**config.mk**
```make
export PLATFORM = sky130hd
export DESIGN_NAME = remote_stick_poll_handshake
export DESIGN_NICKNAME = d
export VERILOG_FILES = /design/src/hw/rtl/rsph_pkg.sv /design/src/hw/rtl/rsph_fifo.sv /design/src/hw/rtl/rsph_front.sv /design/src/hw/rtl/rsph_back.sv /design/src/hw/rtl/remote_stick_poll_handshake.sv
export VERILOG_INCLUDE_DIRS = /design/src /design/src/hw/rtl
export SDC_FILE = /design/constraint.sdc
export NUM_CORES = 1
export LEC_CHECK = 0
export ABC_AREA = 1
export BUFFER_PORTS_ARGS = -buffer_cell sky130_fd_sc_hd__buf_2
export CAP_MARGIN = 25
export CORE_UTILIZATION = 65
export DETAILED_ROUTE_END_ITERATION = 12
export PLACE_DENSITY = 0.88
export SYNTH_ARGS = -nofsm -noshare
export SYNTH_HDL_FRONTEND = slang
export SYNTH_SLANG_ARGS = --single-unit
```
**constraint.sdc**
```tcl
create_clock -name i_clk -period 8.45 [get_ports i_clk]
set_input_delay 0.4225 -clock i_clk [delete_from_list [all_inputs] [get_ports i_clk]]
set_output_delay 0.4225 -clock i_clk [all_outputs]
set_load 0.01 [all_outputs]
```
**src/hw/rtl/remote_stick_poll_handshake_defines.svh**
```systemverilog
// Assertion macros shared by the link poller RTL.
`ifndef REMOTE_STICK_POLL_HANDSHAKE_DEFINES_SVH
`define REMOTE_STICK_POLL_HANDSHAKE_DEFINES_SVH

// Check a condition in the same cycle as its trigger.
`define RSPH_ASSERT_SAME(lbl, ante, cons, msg) \
    lbl: assert property (@(posedge i_clk) disable iff (!i_rst_n) (ante) |-> (cons)) \
        else $error(msg);

// Check a condition in the cycle after its trigger.
`define RSPH_ASSERT_NEXT(lbl, ante, cons, msg) \
    lbl: assert property (@(posedge i_clk) disable iff (!i_rst_n) (ante) |=> (cons)) \
        else $error(msg);

`endif

```
**src/hw/rtl/rsph_pkg.sv**
```systemverilog
`default_nettype none

package rsph_pkg;

    // Queue depth between the parts and at the result side
    localparam int QUEUE_DEPTH = 2;

    // Link bytes
    localparam logic [7:0] FRAME_MARK = 8'hFF;
    localparam logic [7:0] REQ_LEFT   = 8'hBB;
    localparam logic [7:0] REQ_RIGHT  = 8'hCC;

    // Reset values
    localparam logic [15:0] LIMIT_RESET   = 16'd500;
    localparam logic [7:0]  NEUTRAL_RESET = 8'd127;
    localparam logic [7:0]  STICK_RESET   = 8'd126;

    // Index of the closing frame mark, after the three payload bytes
    localparam logic [1:0] PAYLOAD_LAST = 2'd3;

    // Configuration port
    localparam int CFG_IDX_W  = 1;
    localparam int CFG_DATA_W = 16;
    localparam logic [CFG_IDX_W-1:0] REG_TIMEOUT = 1'b0;
    localparam logic [CFG_IDX_W-1:0] REG_NEUTRAL = 1'b1;

    // Phase codes as seen on the result port
    localparam logic [1:0] LINK_IDLE  = 2'd0;
    localparam logic [1:0] LINK_LEFT  = 2'd1;
    localparam logic [1:0] LINK_RIGHT = 2'd2;

    typedef enum logic [2:0] {
        PH_IDLE  = 3'b001,
        PH_LEFT  = 3'b010,
        PH_RIGHT = 3'b100
    } t_phase;

    typedef enum logic [2:0] {
        EV_NONE  = 3'b001,
        EV_TICK  = 3'b010,
        EV_FRAME = 3'b100
    } t_evt_kind;

    // Classified item handed from the deframer to the link controller
    typedef struct packed {
        t_evt_kind  kind;
        logic [7:0] tag;
        logic [7:0] y;
        logic [7:0] x;
    } t_evt;

    typedef struct packed {
        logic                  we;
        logic [CFG_IDX_W-1:0]  idx;
        logic [CFG_DATA_W-1:0] data;
    } t_cfg_wr;

    typedef struct packed {
        logic       tx_valid;
        logic [7:0] tx_byte;
        logic [7:0] left_y;
        logic [7:0] left_x;
        logic [7:0] right_y;
        logic [7:0] right_x;
        logic [1:0] link_phase;
        logic       timed_out;
        logic       frame_done;
    } t_res;

    localparam int EVT_W = $bits(t_evt);
    localparam int RES_W = $bits(t_res);

    function automatic logic [1:0] phase_code(input t_phase ph);
        logic [1:0] code;
        case (ph)
            PH_LEFT:  code = LINK_LEFT;
            PH_RIGHT: code = LINK_RIGHT;
            default:  code = LINK_IDLE;
        endcase
        return code;
    endfunction

endpackage

`default_nettype wire

```
**src/hw/rtl/rsph_fifo.sv**
```systemverilog
`default_nettype none

module rsph_fifo #(
    parameter int Width = 1,
    parameter int Depth = 2
) (
    input  logic             i_clk,
    input  logic             i_rst_n,
    input  logic             i_push,
    input  logic [Width-1:0] i_din,
    output logic             o_full,
    input  logic             i_pop,
    output logic [Width-1:0] o_dout,
    output logic             o_empty
);

    localparam int AW = (Depth > 1) ? $clog2(Depth) : 1;
    localparam int CW = $clog2(Depth + 1);

    logic [Width-1:0] r_mem [Depth];
    logic [AW-1:0]    r_wr, n_wr;
    logic [AW-1:0]    r_rd, n_rd;
    logic [CW-1:0]    r_cnt, n_cnt;
    logic             w_push, w_pop;

    assign o_full  = (r_cnt == CW'(Depth));
    assign o_empty = (r_cnt == '0);
    assign w_push  = i_push && !o_full;
    assign w_pop   = i_pop && !o_empty;
    assign o_dout  = r_mem[r_rd];

    // Advance pointers with wrap, track fill level
    always_comb begin
        n_wr  = r_wr;
        n_rd  = r_rd;
        n_cnt = r_cnt;
        if (w_push) begin
            n_wr = (r_wr == AW'(Depth - 1)) ? '0 : r_wr + 1'b1;
        end
        if (w_pop) begin
            n_rd = (r_rd == AW'(Depth - 1)) ? '0 : r_rd + 1'b1;
        end
        case ({w_push, w_pop})
            2'b10:   n_cnt = r_cnt + 1'b1;
            2'b01:   n_cnt = r_cnt - 1'b1;
            default: n_cnt = r_cnt;
        endcase
    end

    always_ff @(posedge i_clk) begin
        if (!i_rst_n) begin
            r_wr  <= '0;
            r_rd  <= '0;
            r_cnt <= '0;
        end else begin
            r_wr  <= n_wr;
            r_rd  <= n_rd;
            r_cnt <= n_cnt;
        end
    end

    // Store the incoming beat
    always_ff @(posedge i_clk) begin
        if (w_push) begin
            r_mem[r_wr] <= i_din;
        end
    end

endmodule

`default_nettype wire

```
**src/hw/rtl/rsph_front.sv**
```systemverilog
`default_nettype none

module rsph_front (
    input  logic          i_clk,
    input  logic          i_rst_n,
    input  logic          i_accept,
    input  logic          i_op,
    input  logic [7:0]    i_rx_byte,
    output rsph_pkg::t_evt o_evt
);

    import rsph_pkg::*;

    logic       r_started, n_started;
    logic [1:0] r_idx, n_idx;
    logic [7:0] r_pay [3];
    logic       w_store;

    // Classify the beat and step the deframer
    always_comb begin
        n_started  = r_started;
        n_idx      = r_idx;
        w_store    = 1'b0;
        o_evt.kind = EV_NONE;
        o_evt.tag  = r_pay[0];
        o_evt.y    = r_pay[1];
        o_evt.x    = r_pay[2];
        if (i_op) begin
            o_evt.kind = EV_TICK;
        end else if (!r_started) begin
            n_started = (i_rx_byte == FRAME_MARK);
            n_idx     = '0;
        end else if (r_idx != PAYLOAD_LAST) begin
            w_store = 1'b1;
            n_idx   = r_idx + 1'b1;
        end else if (i_rx_byte == FRAME_MARK) begin
            n_started  = 1'b0;
            n_idx      = '0;
            o_evt.kind = EV_FRAME;
        end
    end

    always_ff @(posedge i_clk) begin
        if (!i_rst_n) begin
            r_started <= 1'b0;
            r_idx     <= '0;
        end else if (i_accept) begin
            r_started <= n_started;
            r_idx     <= n_idx;
        end
    end

    // Capture payload bytes
    always_ff @(posedge i_clk) begin
        if (i_accept && w_store) begin
            r_pay[r_idx] <= i_rx_byte;
        end
    end

endmodule

`default_nettype wire

```
**src/hw/rtl/rsph_back.sv**
```systemverilog
`default_nettype none

module rsph_back (
    input  logic              i_clk,
    input  logic              i_rst_n,
    input  rsph_pkg::t_cfg_wr i_cfg,
    input  logic              i_evt_valid,
    input  rsph_pkg::t_evt    i_evt,
    output logic              o_evt_pop,
    input  logic              i_res_full,
    output logic              o_res_push,
    output rsph_pkg::t_res    o_res
);

    import rsph_pkg::*;

    logic [15:0] r_limit;
    logic [7:0]  r_neutral;
    t_phase      r_phase, n_phase, w_ph_tick;
    logic [15:0] r_lcnt, n_lcnt;
    logic [15:0] r_rcnt, n_rcnt;
    logic [7:0]  r_stick [4];
    logic [7:0]  n_stick [4];
    logic        w_txv, w_to, w_fd;
    logic [7:0]  w_txb;

    assign o_evt_pop  = i_evt_valid && !i_res_full;
    assign o_res_push = o_evt_pop;

    // Work out the next link state for the event at the head
    always_comb begin
        n_phase   = r_phase;
        n_lcnt    = r_lcnt;
        n_rcnt    = r_rcnt;
        n_stick   = r_stick;
        w_ph_tick = r_phase;
        w_txv     = 1'b0;
        w_txb     = '0;
        w_to      = 1'b0;
        w_fd      = 1'b0;
        case (i_evt.kind)
            EV_TICK: begin
                // Leave idle with a left request
                if (r_phase == PH_IDLE) begin
                    w_ph_tick = PH_LEFT;
                    w_txv     = 1'b1;
                    w_txb     = REQ_LEFT;
                end
                // Count waiting time for the phase being waited in
                case (w_ph_tick)
                    PH_LEFT: begin
                        n_lcnt = (r_lcnt == 16'hFFFF) ? r_lcnt : r_lcnt + 16'd1;
                        n_rcnt = '0;
                    end
                    PH_RIGHT: begin
                        n_rcnt = (r_rcnt == 16'hFFFF) ? r_rcnt : r_rcnt + 16'd1;
                        n_lcnt = '0;
                    end
                    default: begin
                        n_lcnt = '0;
                        n_rcnt = '0;
                    end
                endcase
                n_phase = w_ph_tick;
                // Drop the link when the wait limit is reached
                if (n_lcnt >= r_limit || n_rcnt >= r_limit) begin
                    for (int k = 0; k < 4; k++) begin
                        n_stick[k] = r_neutral;
                    end
                    n_phase = PH_IDLE;
                    n_lcnt  = '0;
                    n_rcnt  = '0;
                    w_to    = 1'b1;
                end
            end
            EV_FRAME: begin
                w_fd = 1'b1;
                if (i_evt.tag == REQ_LEFT) begin
                    if (r_phase == PH_LEFT) begin
                        n_stick[0] = i_evt.y;
                        n_stick[1] = i_evt.x;
                        n_phase    = PH_RIGHT;
                        w_txv      = 1'b1;
                        w_txb      = REQ_RIGHT;
                    end
                end else if (i_evt.tag == REQ_RIGHT) begin
                    if (r_phase == PH_RIGHT) begin
                        n_stick[2] = i_evt.y;
                        n_stick[3] = i_evt.x;
                        n_phase    = PH_IDLE;
                    end
                end else begin
                    // Unknown tag: force neutral and idle
                    for (int k = 0; k < 4; k++) begin
                        n_stick[k] = r_neutral;
                    end
                    n_phase = PH_IDLE;
                end
            end
            default: ;
        endcase
    end

    // Build the result beat from the state after this event
    always_comb begin
        o_res.tx_valid   = w_txv;
        o_res.tx_byte    = w_txb;
        o_res.left_y     = n_stick[0];
        o_res.left_x     = n_stick[1];
        o_res.right_y    = n_stick[2];
        o_res.right_x    = n_stick[3];
        o_res.link_phase = phase_code(n_phase);
        o_res.timed_out  = w_to;
        o_res.frame_done = w_fd;
    end

    always_ff @(posedge i_clk) begin
        if (!i_rst_n) begin
            r_limit   <= LIMIT_RESET;
            r_neutral <= NEUTRAL_RESET;
            r_phase   <= PH_IDLE;
            r_lcnt    <= '0;
            r_rcnt    <= '0;
            for (int k = 0; k < 4; k++) begin
                r_stick[k] <= STICK_RESET;
            end
        end else begin
            // Take configuration writes
            if (i_cfg.we) begin
                case (i_cfg.idx)
                    REG_TIMEOUT: r_limit   <= i_cfg.data;
                    REG_NEUTRAL: r_neutral <= i_cfg.data[7:0];
                    default: ;
                endcase
            end
            // Advance the link state on each popped event
            if (o_evt_pop) begin
                r_phase <= n_phase;
                r_lcnt  <= n_lcnt;
                r_rcnt  <= n_rcnt;
                r_stick <= n_stick;
            end
        end
    end

endmodule

`default_nettype wire

```
**src/hw/rtl/remote_stick_poll_handshake.sv**
```systemverilog
// A beat is stored in the input queue, then its result in the result queue feeding the result ports.
// Throughput: one beat per cycle while not full; the link controller retires one event per cycle
// while the result queue has room. Input and result queues decouple the sides, so a stalled pop does
// not stall push until the queues fill.
// Reset (synchronous, active low): queues empty, idle phase, counters cleared,
// sticks 126, limit 500, neutral 127; no clearing pass.
`default_nettype none

`include "remote_stick_poll_handshake_defines.svh"

module remote_stick_poll_handshake #(
    parameter int QueueDepth = rsph_pkg::QUEUE_DEPTH
) (
    input  logic                             i_clk,
    input  logic                             i_rst_n,
    input  logic                             push,
    output logic                             full,
    input  logic                             i_op,
    input  logic [7:0]                       i_rx_byte,
    output logic                             empty,
    input  logic                             pop,
    output logic                             o_tx_valid,
    output logic [7:0]                       o_tx_byte,
    output logic [7:0]                       o_left_y,
    output logic [7:0]                       o_left_x,
    output logic [7:0]                       o_right_y,
    output logic [7:0]                       o_right_x,
    output logic [1:0]                       o_link_phase,
    output logic                             o_timed_out,
    output logic                             o_frame_done,
    input  logic                             i_cfg_valid,
    output logic                             o_cfg_ready,
    input  logic [rsph_pkg::CFG_IDX_W-1:0]   i_cfg_index,
    input  logic [rsph_pkg::CFG_DATA_W-1:0]  i_cfg_data
);

    import rsph_pkg::*;

    logic             w_mid_full, w_mid_empty, w_accept;
    logic             w_evt_pop, w_res_push, w_out_full;
    t_evt             w_evt_in, w_evt_out;
    logic [EVT_W-1:0] w_mid_dout;
    t_res             w_res_in, w_res_out;
    logic [RES_W-1:0] w_out_dout;
    t_cfg_wr          w_cfg;

    assign full        = w_mid_full;
    assign w_accept    = push && !w_mid_full;
    assign o_cfg_ready = 1'b1;

    // Pack the configuration beat
    assign w_cfg.we   = i_cfg_valid && o_cfg_ready;
    assign w_cfg.idx  = i_cfg_index;
    assign w_cfg.data = i_cfg_data;

    rsph_front u_front (
        .i_clk     (i_clk),
        .i_rst_n   (i_rst_n),
        .i_accept  (w_accept),
        .i_op      (i_op),
        .i_rx_byte (i_rx_byte),
        .o_evt     (w_evt_in)
    );

    rsph_fifo #(
        .Width (EVT_W),
        .Depth (QueueDepth)
    ) u_mid_q (
        .i_clk   (i_clk),
        .i_rst_n (i_rst_n),
        .i_push  (w_accept),
        .i_din   (w_evt_in),
        .o_full  (w_mid_full),
        .i_pop   (w_evt_pop),
        .o_dout  (w_mid_dout),
        .o_empty (w_mid_empty)
    );

    assign w_evt_out = t_evt'(w_mid_dout);

    rsph_back u_back (
        .i_clk       (i_clk),
        .i_rst_n     (i_rst_n),
        .i_cfg       (w_cfg),
        .i_evt_valid (!w_mid_empty),
        .i_evt       (w_evt_out),
        .o_evt_pop   (w_evt_pop),
        .i_res_full  (w_out_full),
        .o_res_push  (w_res_push),
        .o_res       (w_res_in)
    );

    rsph_fifo #(
        .Width (RES_W),
        .Depth (QueueDepth)
    ) u_out_q (
        .i_clk   (i_clk),
        .i_rst_n (i_rst_n),
        .i_push  (w_res_push),
        .i_din   (w_res_in),
        .o_full  (w_out_full),
        .i_pop   (pop),
        .o_dout  (w_out_dout),
        .o_empty (empty)
    );

    // Unpack the head result
    assign w_res_out    = t_res'(w_out_dout);
    assign o_tx_valid   = w_res_out.tx_valid;
    assign o_tx_byte    = w_res_out.tx_byte;
    assign o_left_y     = w_res_out.left_y;
    assign o_left_x     = w_res_out.left_x;
    assign o_right_y    = w_res_out.right_y;
    assign o_right_x    = w_res_out.right_x;
    assign o_link_phase = w_res_out.link_phase;
    assign o_timed_out  = w_res_out.timed_out;
    assign o_frame_done = w_res_out.frame_done;

    // Checks
    `RSPH_ASSERT_SAME(a_tx_code, !empty && o_tx_valid, o_tx_byte == REQ_LEFT || o_tx_byte == REQ_RIGHT, "tx beat with unknown request byte")
    `RSPH_ASSERT_SAME(a_phase_code, !empty, o_link_phase != 2'd3, "result carries phase code 3")
    `RSPH_ASSERT_SAME(a_timeout_idle, !empty && o_timed_out, o_link_phase == LINK_IDLE && !o_frame_done, "timeout beat not idle or also closes a frame")
    `RSPH_ASSERT_NEXT(a_res_lands, w_res_push, !empty, "result pushed but result queue empty next cycle")

endmodule

`default_nettype wire
```
======== Yosys cells after proc, flatten, opt, wreduce, memory -nomap -nowiden ========
Memories as Yosys holds them, arrays and structs flattened. A register that Yosys moved wholly into a read port is not among the register bits.
Cells that the tools add are included.
word-level totals
  memories ................................ 3
  memory bits (writable) .................. 168
  flip-flop bits (word level) ............. 102
  output and inout bits ................... 48
  input bits .............................. 31
operators by class
  order comparisons ....................... 2
  mux-type cells .......................... 65
  $add $sub $neg .......................... 11
  equal/unequal tests ..................... 22
  reductions and logical operators ........ 21
  bitwise operators ....................... 2
memory list
  memory         words  width  read ports  clocked after memory_dff  write ports  RTL line          RTL
  u_out_q.r_mem  2      45     1           1                         1            rsph_fifo.sv:20   logic [Width-1:0] r_mem [Depth];
  u_mid_q.r_mem  2      27     1           1                         1            rsph_fifo.sv:20
  u_front.r_pay  3      8      3           0                         1            rsph_front.sv:16  logic [7:0] r_pay [3];
operator list
  operator                 number
  $mux W16                 14
  $pmux W32 S2             1
  $mux W3                  11
  $add A16 B1 Y16 const B  2
  $eq A16 B16 Y1 const B   2
  $ge A16 B16 Y1           2
  $mux W32                 1
  $mux W1                  26
  $eq A8 B8 Y1 const B     3
  $mux W8                  3
  $pmux W8 S2              1
  $eq A3 B2 Y1 const B     4
  $eq A3 B3 Y1 const B     4
  $pmux W2 S2              3
  $eq A2 B2 Y1 const B     4
  $reduce_and A2 Y1        4
  $logic_and A1 B1 Y1      7
  $add A2 B1 Y2 const B    3
  $mux W2                  3
  $pmux W3 S2              1
  $add A1 B1 Y1 const B    4
  $eq A2 B1 Y1 const B     2
  $logic_not A1 Y1         4
  $logic_not A2 Y1         2
  9 further kinds          12

======== Longest topological paths before layout ========
Gate-level depths: netlist (run 1).
  depth after elaboration ................. 12
  mapped depth ............................ 26
  mapped depth without buffers ............ 25

======== Cells and area by module ========
Synthesis (run 1) repeated with hierarchy kept, for this count alone.
second synthesis, totals
  cells, all modules ...................... 1552
  area, all modules ....................... 14264.9 µm²
by module, submodules not included
  module                       instances  cells an instance  area each (µm²)
  rsph_back                    1          1168               7181.9
  rsph_fifo at u_out_q         1          180                3699.8
  rsph_fifo at u_mid_q         1          124                2301.0
  rsph_front                   1          75                 1057.3
  remote_stick_poll_handshake  1          5                  25.0

======== Least setup slack after synthesis (run 1) ========
No wires, ideal clock.
  path type ............................... register to register
  start point ............................. register u_back.r_lcnt[0]
  end point ............................... memory u_out_q.r_mem[0][2] (netlist name) (data pin)
  data required time ...................... 8194 ps
  stages on the path, launching flop included .. 21
  arrival time ............................ 3148 ps
  library setup time ...................... 256 ps
  slack ................................... 5047 ps
  path buffers ............................ 1
  path through ............................ dfxtp_1 ha_1 nand3_1 or2_2 nor2_1 inv_1 nand3_1 nand2_1 inv_1 ha_1 nand2_1 nand3_1 nor2_1 nand3_1 nor2_2 nand2_1 nor2_1 clkbuf_1 nand3_1 nand3_1 nor2_1
RTL lines
  item                      RTL line          RTL
  start: declaration        rsph_back.sv:20   logic [15:0] r_lcnt, n_lcnt;
  start signal: assignment  rsph_back.sv:139  r_lcnt <= n_lcnt;
  end: declaration          rsph_fifo.sv:20

==> results of run 1 <==
-- worst min-delay path by stage --
stage,to,cells past startpoint
2_1_floorplan,u_mid_q.r_mem[0][0],0
3_3_place_gp,u_mid_q.r_mem[1][22],0
3_5_place_dp,u_mid_q.r_mem[0][18],0
4_1_cts,u_back.r_limit[8],3
5_1_grt,u_mid_q.r_mem[0][25],1
6_report,u_back.r_limit[8],3
-- layer usage --
| metal | global-route usage [%] | vias up | wire [um] |
|---|---|---|---|
| met5 | 0 | - | 0 |
| met4 | 15.2 | 0 | 1360 |
| met3 | 5.19 | 115 | 3270 |
| met2 | 52.5 | 687 | 16000 |
| met1 | 40.1 | 5406 | 13000 |
| li1 | - | 5596 | - |
-- worst register-to-register path, cell delays in order, from the launching register on --
cell and delay, ps:
dfxtp_1 350, inv_1 170, nand3_1 90, buf_4 250
inv_1 750, o21ai_0 230, inv_1 170, ha_1 260
nand2_1 60, inv_1 30, o21ai_0 240, nand3_1 160
nor2_2 350, nand2_1 160, nor2_4 100, buf_4 530
nand2_1 180, nand3_1 110, nand2_1 110, nand2_1 100
nand2_1 60
-- power breakdown --
part / internal [mW] / switching, mW / total, mW
registers: 1.73 / 0.143 / 1.87
clock network: 0.690 / 0.481 / 1.17
logic: 0.595 / 1.20 / 1.80
total: 3.02 / 1.83 / 4.84
-- registers in the layout, indices dropped and copies added (netlist names), 2 cells and up, named ones only --
register,count
u_back.r_lcnt,16
u_back.r_limit,16
u_back.r_neutral,8
u_back.r_phase,3
u_back.r_rcnt,16
u_back.r_stick,32
u_front.r_idx,2
u_front.r_pay,24
u_mid_q.r_cnt,2
u_mid_q.r_mem,54
u_out_q.r_cnt,2
u_out_q.r_mem,78
-- layout make-up --
class | count | area, sq um | share of cell area (%)
sequential | 260 | 6770 | 45.1
clock buffer | 31 | 711 | 4.73
inverter | 199 | 747 | 4.98
clock inverter | 17 | 163 | 1.08
timing repair buffer | 92 | 558 | 3.72
multi-input combinational | 1143 | 5730 | 38.2
tap | 270 | 338 | 2.25
-- cell families after synthesis --
family | share of synthesized area [%]
AO/OA/AOI/OAI | 9.04
XOR/XNOR | 0.838
adder cells (fa/ha/maj) | 3.69
buffers and inverters | 8.33
flip-flops | 49.8
multiplexers | 3.31
other | 0.0276
AND/OR/NAND/NOR | 24.9
-- stage by stage --
step | cell area [sq um] | total power [mW] | cells | util, % | hold slack (ps)
after global placement | 14100 | 3.51 | 1961 | 69.0 | 423
final | 15000 | 4.84 | 2012 | 73.7 | 114
after global routing | 15000 | 5.10 | 2012 | 73.7 | 132
after floorplan | 13600 | 3.10 | 1679 | - | 421
after detailed placement | 14100 | 3.64 | 1964 | 69.4 | 434
after CTS | 15000 | 4.82 | 2012 | 73.7 | 99.8
-- cell usage in the layout, fill, tap and decap left out, types with 15 or more instances in the layout --
master     synthesis  routed
nand2_1          518     518
clkbuf_16          0      27
buf_2             28      77
nand4_1           15      15
a21oi_1          118     118
dfxtp_1          104     103
nand3_1          145     145
nor2_1           106     101
mux2_2            39      39
o21ai_0           71      71
edfxtp_1         156     156
ha_1              40      40
inv_1            186     186
==> run metrics, run 1 <==
Cell variety after synth 39; H-Tree Depth 1; Hold Vio Cnt, Final 0; Post-Route Skew 17.1 ps; Fillers 1502; Ys Warns 0; peak supply drop 0.000408 V; RR Startpoint u_back.r_phase[0]; status finished, final reports clean; Synth Flop Type edfxtp_1; cts repair resizes 0; PD cells approximately 320 nW/um^2; row count between 50 and 60; Crit. End Element flop; crit path DAT 5010 ps; Worst path top cell family by delay buffers and inverters; max cap viols 0; Tcrit/Tclk final between 50% and 60%; Max Slew Vio Count 0; Setup crit end u_back.r_stick[20]; layout cell share with drive strength beyond 1 about an eighth; I/O Buffers 77; Die Wd about 150 um; Die H between 100 and 150 um; TritonCTS clock tree built; netlist area before placement between 10000 and 15000 sq um; critical path startpoint category flop; Core Area 20400 sq um; Post-route DRC 0; hold_buf cts 0; Reg2Reg Depth 20; WP data required just under 9000 ps; grt ovf 0; total CTS buffers 26; area leader, netlist edfxtp_1; Final min period ~4600 ps; Die ar. 21500 sq um; pre-CTS setup slack just over 4000 ps; clk sinks between 200 and 300; clock latency on the worst-skew pair ~540 ps; CP Depth 20; CP max stage delay about 730 ps; Diodes inserted 0; Avg Inst Size Synth 8.09 sq um; Gate Count Post-Synth roughly 1700; RSZ-0062 raised after global routing no; initial antenna violation count 0; CP Buf/Inv Count 6; EDFF count, synth ~160; cell leakage power around 6.6 nW; Nets around 1800; setup TNS after final layout 0 ps; DR vias/cell a little under 6; post-synthesis sequential element count 260; clk root buf clkbuf_16; Rel. slew slack a little over a third; ys async rst share 0%; reg-to-reg slack, setup 3860 ps; antenna-violating nets left 0; Final setup viols 0; Seq/Total Area, Yosys roughly half; WL final 33600 um; first-pass GRT wire length approximately 54000 um; r2r endpoint u_back.r_stick[20]; Initial Util about two thirds; Max Clk Rate approximately 220 MHz; Critical path origin u_back.r_phase[0]; Most common cell on crit path nand2_1; Vias ~12000; vias in the first global route around 11000; Hold WC Path Type input pin to flop; 1st-iter DRT viols 1309; HPWL after DPL between 20000 and 25000 um; P&R area growth vs syn 10.5%; DR WL/cell 16.7 um; post-synth net total about 1800; Setup CP Type flop to flop; Clock Tree Buf Depth 3; Total GRT Usage between 30% and 40%; First-pass DRT Iterations 8; postcts setup bufs 0; largest net degree at the start of global routing slightly below 70; final setup margin ~3900 ps; I/O Pins between 70 and 80; top cells by count, synth nand2_1, inv_1, edfxtp_1, nand3_1, a21oi_1; Slew @ Worst Pin ~970 ps; Critical-path top delay cell inv_1; crit path max fanout 57; Clock transition at path regs about 60 ps; min-delay src i_cfg_data[8]; Final GP Congestion 0.917; Synth top area share approximately 34%; top cells by area, synth edfxtp_1, dfxtp_1, nand2_1; Cell Chain, Critical Path inv_1 > nand3_1 > buf_4 > inv_1 > o21ai_0 > inv_1 > ha_1 > nand2_1 > inv_1 > o21ai_0 > nand3_1 > nor2_2 > nand2_1 > nor2_4 > buf_4 > nand2_1 > nand3_1 > nand2_1 > nand2_1 > nand2_1; top-count cell post-synth nand2_1
(Power assumes the default switching activity.)
==> inputs of run 2 (changes only) <==
--- a/config.mk
+++ b/config.mk
@@ -9,9 +9,9 @@
 export ABC_AREA = 1
 export BUFFER_PORTS_ARGS = -buffer_cell sky130_fd_sc_hd__buf_2
 export CAP_MARGIN = 25
-export CORE_UTILIZATION = 65
+export CORE_UTILIZATION = 56
 export DETAILED_ROUTE_END_ITERATION = 12
-export PLACE_DENSITY = 0.88
+export PLACE_DENSITY = 0.81
 export SYNTH_ARGS = -nofsm -noshare
 export SYNTH_HDL_FRONTEND = slang
 export SYNTH_SLANG_ARGS = --single-unit
==> constraint.sdc (replaced) <==
create_clock -name i_clk -period 3.92 [get_ports i_clk]
set_input_delay 0.196 -clock i_clk [delete_from_list [all_inputs] [get_ports i_clk]]
set_output_delay 0.196 -clock i_clk [all_outputs]
set_load 0.01 [all_outputs]
==> run metrics, run 2 (same netlist as run 1, synthesis figures left out) <==
status finished, final reports clean (unchanged); Max Clk Rate 276 MHz (was 218 MHz); Slew @ Worst Pin 985 ps (was 968 ps); TritonCTS clock tree built (unchanged); row count 56 (was 52); Total GRT Usage 27.8% (was 31.5%); total CTS buffers 27 (was 26); WP data required 4220 ps (was 8880 ps); Worst path top cell family by delay simple AND/OR/NAND/NOR gates (was buffers and inverters); final setup margin 291 ps (was 3860 ps); Top Registers u_out_q.r_mem: 78 flops, u_mid_q.r_mem: 54 flops, u_back.r_stick: 32 flops (unchanged); Max Slew Vio Count 0 (unchanged); Cell Chain, Critical Path ha_1 > nand3_1 > or2_2 > nor2_2 > inv_1 > nand3_1 > nand2_1 > inv_1 > ha_1 > nand2_1 > nand3_1 > nor2_1 > nand3_1 > nor2_2 > nand2_1 > nor2_4 > buf_12 > nand3_1 > nand3_1 > nor2_1 (was inv_1 > nand3_1 > buf_4 > inv_1 > o21ai_0 > inv_1 > ha_1 > nand2_1 > inv_1 > o21ai_0 > nand3_1 > nor2_2 > nand2_1 > nor2_4 > buf_4 > nand2_1 > nand3_1 > nand2_1 > nand2_1 > nand2_1); Post-route DRC 0 (unchanged); Most common cell on crit path nand3_1 (was nand2_1); Core Area 23600 sq um (was 20400 sq um); max cap viols 0 (unchanged); Crit. End Element flop (unchanged); CP Depth 20 (unchanged); Die H 158 um (was 147 um); crit path max fanout 25 (was 57); clk sinks 260 (unchanged); pre-CTS setup slack 68.0 ps (was 4110 ps); 1st-iter DRT viols 1098 (was 1309); total power draw 10.6 mW (was 4.84 mW); GR peak layer met2 (unchanged); GR Util met1 36.9% (was 40.1%); Reg2Reg Depth 20 (unchanged); First-pass DRT Iterations 6 (was 8); Tcrit/Tclk final 92.6% (was 54.3%); critical path startpoint category flop (unchanged); Clock transition at path regs 60 ps (about the same); Final min period 3630 ps (was 4590 ps); H-Tree Depth 1 (unchanged); vias in the first global route 10900 (was 11000); Final GP Congestion 0.940 (was 0.917); Setup CP Type flop to flop (unchanged); Rel. slew slack 34.3% (was 35.5%); Vias 11800 (about the same); PD cells 684 nW/um^2 (was 322 nW/um^2); clock latency on the worst-skew pair 560 ps (was 540 ps); CP max stage delay 410 ps (was 730 ps); WHS Path Cells 4 (was 3); I/O Pins 79 (unchanged); WL final 34300 um (was 33600 um); antenna-violating nets left 0 (unchanged); peak supply drop 0.000499 V (was 0.000408 V); Hold Vio Cnt, Final 0 (unchanged); I/O Buffers 77 (unchanged); number of flip-flops in the largest register 78 (unchanged); grt ovf 0 (unchanged); HPWL after DPL 22200 um (was 21800 um); GR met2 Demand/Resource 45.8% (was 52.5%); most frequent cells in the layout nand2_1, inv_1, edfxtp_1 (unchanged); Initial Util 57.5% (was 66.7%); Die ar. 24900 sq um (was 21500 sq um); met3 GRT Util 4.11% (was 5.19%); postcts setup bufs 0 (unchanged); CP Buf/Inv Count 3 (was 6); Top reg by flops u_out_q.r_mem (unchanged); clk root buf clkbuf_16 (unchanged); Final setup viols 0 (unchanged); largest net degree at the start of global routing 51 (was 68); Nets 1832 (was 1793); P&R area growth vs syn 14.3% (was 10.5%); Critical-path top delay cell dfxtp_1 (was inv_1); DR WL/cell 16.3 um (was 16.7 um); crit path DAT 3930 ps (was 5010 ps); final std cells w/o fill 2102 (was 2012); Die Wd 158 um (was 147 um); Clock Tree Buf Depth 3 (unchanged); Hold WC Path Type input pin to flop (unchanged); Post-Route Skew 20.7 ps (was 17.1 ps); Inst Count DP 2022 (was 1964); commonest non-fill, non-tap cell in the layout nand2_1 (unchanged); DR vias/cell 5.59 (was 5.87); cell leakage power 6.76 nW (was 6.56 nW); Util after Layout 65.8% (was 73.7%); initial antenna violation count 0 (unchanged); layout cell share with drive strength beyond 1 12.7% (was 11.8%); first-pass GRT wire length 54600 um (was 54200 um)
-- run 2: report_power, final --
group          switching [mW]  total [mW]  internal (mW)  leakage (nW)
clock network            1.08        2.74           1.67         0.457
logic                    2.61        3.90           1.29          4.01
registers               0.257        3.99           3.73          2.29
total                    3.94        10.6           6.69          6.76
-- run 2: final timing paths --
check | slack (ps) | end | startpoint
hold reg to reg | 440 | u_mid_q.r_mem[1][5] | u_front.r_pay[2][5]
hold / removal | 50 | u_out_q.r_rd | pop
setup / recovery | 290 | u_out_q.r_mem[1][2] | u_back.r_lcnt[0]
setup reg to reg | 290 | u_out_q.r_mem[1][2] | u_back.r_lcnt[0]
-- run 2: what timing repair did --
action / 4_1_cts / 5_1_grt
setup endpoints to repair: 0 / 133
hold buffers: 27 / 0
resized for setup: 0 / 9
endpoints found under the hold margin: 48 / 0
-- run 2: per-stage QoR --
stage                     instance area, sq um  TNS (ps)  hold WS [ps]
after floorplan                          13600         0           295
after global placement                   14200         0           414
after detailed placement                 14200         0           417
after CTS                                15500         0          28.4
after global routing                     15500     -61.1          81.3
final                                    15500         0          50.2
-- run 2: layer usage --
layer | wire, um | share of wire, %
met3 | 2950 | 8.6
met4 | 1020 | 3.0
met5 | 0 | 0
met2 | 15900 | 46
met1 | 14400 | 42
-- run 2: tightest hold or removal path: cells and delay by family --
kind / cells / cell delay (ps)
compound gates: 2 / 140
buf+inv: 2 / 200
-- run 2: cell type report --
cell class / count / area, sq um
Sequential cell: 260 / 6770
Tap cell: 319 / 399
Timing Repair Buffer: 130 / 892
Multi-Input combinational cell: 1143 / 5760
Clock buffer: 36 / 741
Inverter: 199 / 747
Fill cell: 1858 / 8080
Antenna cell: 1 / 2.50
Clock inverter: 14 / 220
==> inputs of run 3 (changes only) <==
--- a/config.mk
+++ b/config.mk
@@ -9,9 +9,12 @@
 export ABC_AREA = 1
 export BUFFER_PORTS_ARGS = -buffer_cell sky130_fd_sc_hd__buf_2
 export CAP_MARGIN = 25
-export CORE_UTILIZATION = 56
+export CELL_PAD_IN_SITES_DETAIL_PLACEMENT = 1
+export CELL_PAD_IN_SITES_GLOBAL_PLACEMENT = 1
+export CORE_UTILIZATION = 43
 export DETAILED_ROUTE_END_ITERATION = 12
-export PLACE_DENSITY = 0.81
+export PLACE_DENSITY = 0.8
 export SYNTH_ARGS = -nofsm -noshare
 export SYNTH_HDL_FRONTEND = slang
+export SYNTH_HIERARCHICAL = 1
 export SYNTH_SLANG_ARGS = --single-unit
==> run metrics, run 3 <==
Top reg by flops u_out_q/r_mem (was u_out_q.r_mem); Hold WC Path Type input pin to flop (unchanged); Cell Chain, Critical Path ha_2 > nand3_1 > nor2_1 > nand2_1 > nor2_1 > nand2_1 > nand2_1 > xor2_1 > nor2_1 > ha_1 > a21oi_1 > o21a_1 > nand2_1 > nand2_2 > nand3_4 > buf_12 > or2_2 > nand2_1 > nand2_2 (was ha_1 > nand3_1 > or2_2 > nor2_2 > inv_1 > nand3_1 > nand2_1 > inv_1 > ha_1 > nand2_1 > nand3_1 > nor2_1 > nand3_1 > nor2_2 > nand2_1 > nor2_4 > buf_12 > nand3_1 > nand3_1 > nor2_1); antenna-violating nets left 0 (unchanged); row count 66 (was 56); top-count cell post-synth nand2_1 (unchanged); peak supply drop 0.000468 V (was 0.000499 V); First-pass DRT Iterations 5 (was 6); clock latency on the worst-skew pair 570 ps (was 560 ps); grt ovf 0 (unchanged); initial antenna violation count 1 (was 0); post-synth net total 1624 (was 1750); top cells by area, synth edfxtp_1, dfxtp_1, nand2_1 (unchanged); Post-route DRC 0 (unchanged); P&R area growth vs syn 15.3% (was 14.3%); Worst path top cell family by delay simple AND/OR/NAND/NOR gates (unchanged); cell leakage power 6.93 nW (was 6.76 nW); final setup margin 278 ps (was 291 ps); status finished, final reports clean (unchanged); Ys Warns 6 (was 0); pre-CTS setup slack 228 ps (was 68.0 ps); post-synthesis sequential element count 272 (was 260); number of flip-flops in the largest register 90 (was 78); Placed Instance Area 15000 sq um (was 14200 sq um); Setup CP Type flop to flop (unchanged); H-Tree Depth 1 (unchanged); Reg2Reg Depth 19 (was 20); I/O Pins 79 (unchanged); Hold Vio Cnt, Final 0 (unchanged); layout cell share with drive strength beyond 1 19.2% (was 12.7%); largest net degree at the start of global routing 52 (was 51); Slew @ Worst Pin 847 ps (was 985 ps); Util after Layout 50.4% (was 65.8%); Post-Route Skew 17.9 ps (was 20.7 ps); Clock transition at path regs 60 ps (about the same); max cap viols 0 (unchanged); clk sinks 272 (was 260); Avg Inst Size Synth 9.19 sq um (was 8.09 sq um); Clock Tree Buf Depth 3 (unchanged); Crit. End Element flop (unchanged); clk root buf clkbuf_16 (unchanged); Nets 1724 (was 1832); crit path DAT 3950 ps (was 3930 ps); Gate Count Post-Synth 1552 (was 1679); 1st-iter DRT viols 729 (was 1098); most frequent cells in the layout nand2_1, edfxtp_1, inv_1 (was nand2_1, inv_1, edfxtp_1); vias in the first global route 11600 (was 10900); commonest non-fill, non-tap cell in the layout nand2_1 (unchanged); Cell variety after synth 49 (was 39); Synth Flop Type edfxtp_1 (unchanged); Initial Util 43.7% (was 57.5%); CP max stage delay 390 ps (was 410 ps); Final Cell Area 16400 sq um (was 15500 sq um); PD cells 717 nW/um^2 (was 684 nW/um^2); crit path max fanout 18 (was 25); CP Buf/Inv Count 1 (was 3); Max Clk Rate 275 MHz (was 276 MHz); Tcrit/Tclk final 92.9% (was 92.6%); total CTS buffers 30 (was 27); Seq/Total Area, Yosys 50.0% (was 49.8%); Critical-path top delay cell dfxtp_1 (unchanged); Die ar. 33900 sq um (was 24900 sq um); Core Area 32600 sq um (was 23600 sq um); Top Registers u_out_q/r_mem: 90 flops, u_mid_q/r_mem: 54 flops, u_back/r_stick: 32 flops (was u_out_q.r_mem: 78 flops, u_mid_q.r_mem: 54 flops, u_back.r_stick: 32 flops); TritonCTS clock tree built (unchanged); Die Wd 184 um (was 158 um); DR vias/cell 5.27 (was 5.59); Vias 11200 (was 11800); HPWL after DPL 26500 um (was 22200 um); WHS Path Cells 7 (was 4); Rel. slew slack 43.3% (was 34.3%); netlist area before placement 14300 sq um (was 13600 sq um); critical path startpoint category flop (unchanged); ys async rst share 0% (unchanged); Synth top area share 35.4% (was 34.5%); I/O Buffers 77 (unchanged); Final setup viols 0 (unchanged); area leader, netlist edfxtp_1 (unchanged); top cells by count, synth nand2_1, edfxtp_1, inv_1, a21oi_1, nor2_1 (was nand2_1, inv_1, edfxtp_1, nand3_1, a21oi_1); Total GRT Usage 22.9% (was 27.8%); Die H 184 um (was 158 um); Final GP Congestion 0.922 (was 0.940); EDFF count, synth 168 (was 156); WP data required 4230 ps (was 4220 ps); total power draw 11.8 mW (was 10.6 mW); Max Slew Vio Count 0 (unchanged); DR WL/cell 18.1 um (was 16.3 um); first-pass GRT wire length 61300 um (was 54600 um); Final min period 3640 ps (was 3630 ps); Most common cell on crit path nand2_1 (was nand3_1); CP Depth 19 (was 20); WL final 38400 um (was 34300 um)
[run 3: cell count changes after synthesis, sizes merged, moves of 11 or more]
cell | previous run | this run
nand3 | 147 | 51
nand2 | 522 | 433
mux2 | 39 | 72
inv | 198 | 174
a21oi | 118 | 132
a22oi | 0 | 12
edfxtp | 156 | 168
clkbuf | 34 | 23
nor2 | 111 | 122
[run 3: final timing paths]
| kind | start | to | slack [ps] |
|---|---|---|---|
| min reg2reg | u_front/r_pay[2][6] | u_mid_q/r_mem[1][6] | 450 |
| max reg2reg | u_back/r_rcnt[1] | u_out_q/r_mem[1][17] | 280 |
| min | push | u_mid_q/r_wr | 120 |
| max | u_back/r_rcnt[1] | u_out_q/r_mem[1][17] | 280 |
[run 3: cell families after synthesis]
logic type / Yosys count / share of synthesized area (%)
buf+inv: 242 / 8.10
flops: 272 / 50.0
other cells: 1 / 0.0263
mux: 72 / 7.26
simple gates: 655 / 20.0
xor+xnor: 12 / 0.737
fa+ha+maj: 41 / 3.60
compound gates: 257 / 10.3
[run 3: cell type report]
class,count,area [sq um]
well taps,442,553
clock buffers,37,850
fillers,3791,16200
diodes,1,2.50
clock inverters,19,278
inverters,174,658
repair buffers,136,968
multi-input cells,1038,6010
flip-flops and latches,272,7130
[run 3: what timing repair did]
action / in CTS / in global routing
endpoints found under the setup margin: 0 / 104
hold buffers: 28 / 0
hold endpoints to repair: 50 / 0
setup buffers: 0 / 6
gates resized for setup: 0 / 7
[run 3: where the power goes]
group          internal (mW)  switching, mW  leakage [nW]
clock                   1.94           1.20         0.545
combinational           1.61           2.65          3.99
sequential              4.01          0.382          2.40
total                   7.56           4.24          6.93
[run 3: layer usage]
| metal | wire length, um | GRT usage (%) | part of all wire [%] |
|---|---|---|---|
| met1 | 16800 | 29.2 | 44 |
| met2 | 18600 | 39.7 | 48 |
| met3 | 1740 | 3.08 | 4.5 |
| met4 | 1240 | 7.83 | 3.2 |
| met5 | 0 | 0 | 0 |
[run 3: through the flow]
step | hold slack (ps) | setup TNS, ps | instances
floorplan | 295 | 0 | 1552
global placement | 422 | 0 | 2025
detailed placement | 436 | 0 | 2027
CTS | 76.6 | 0 | 2111
global route | 185 | -6.39 | 2119
finish | 120 | 0 | 2119
[run 3: worst reg2reg max path, stage by stage, from the launching register on]
cell,delay (ps)
dfxtp_1,390
ha_2,250
nand3_1,120
nor2_1,150
nand2_1,130
nor2_1,140
nand2_1,140
nand2_1,150
xor2_1,170
nor2_1,90
ha_1,310
a21oi_1,170
o21a_1,150
nand2_1,70
nand2_2,140
nand3_4,170
buf_12,210
or2_2,290
nand2_1,80
nand2_2,60
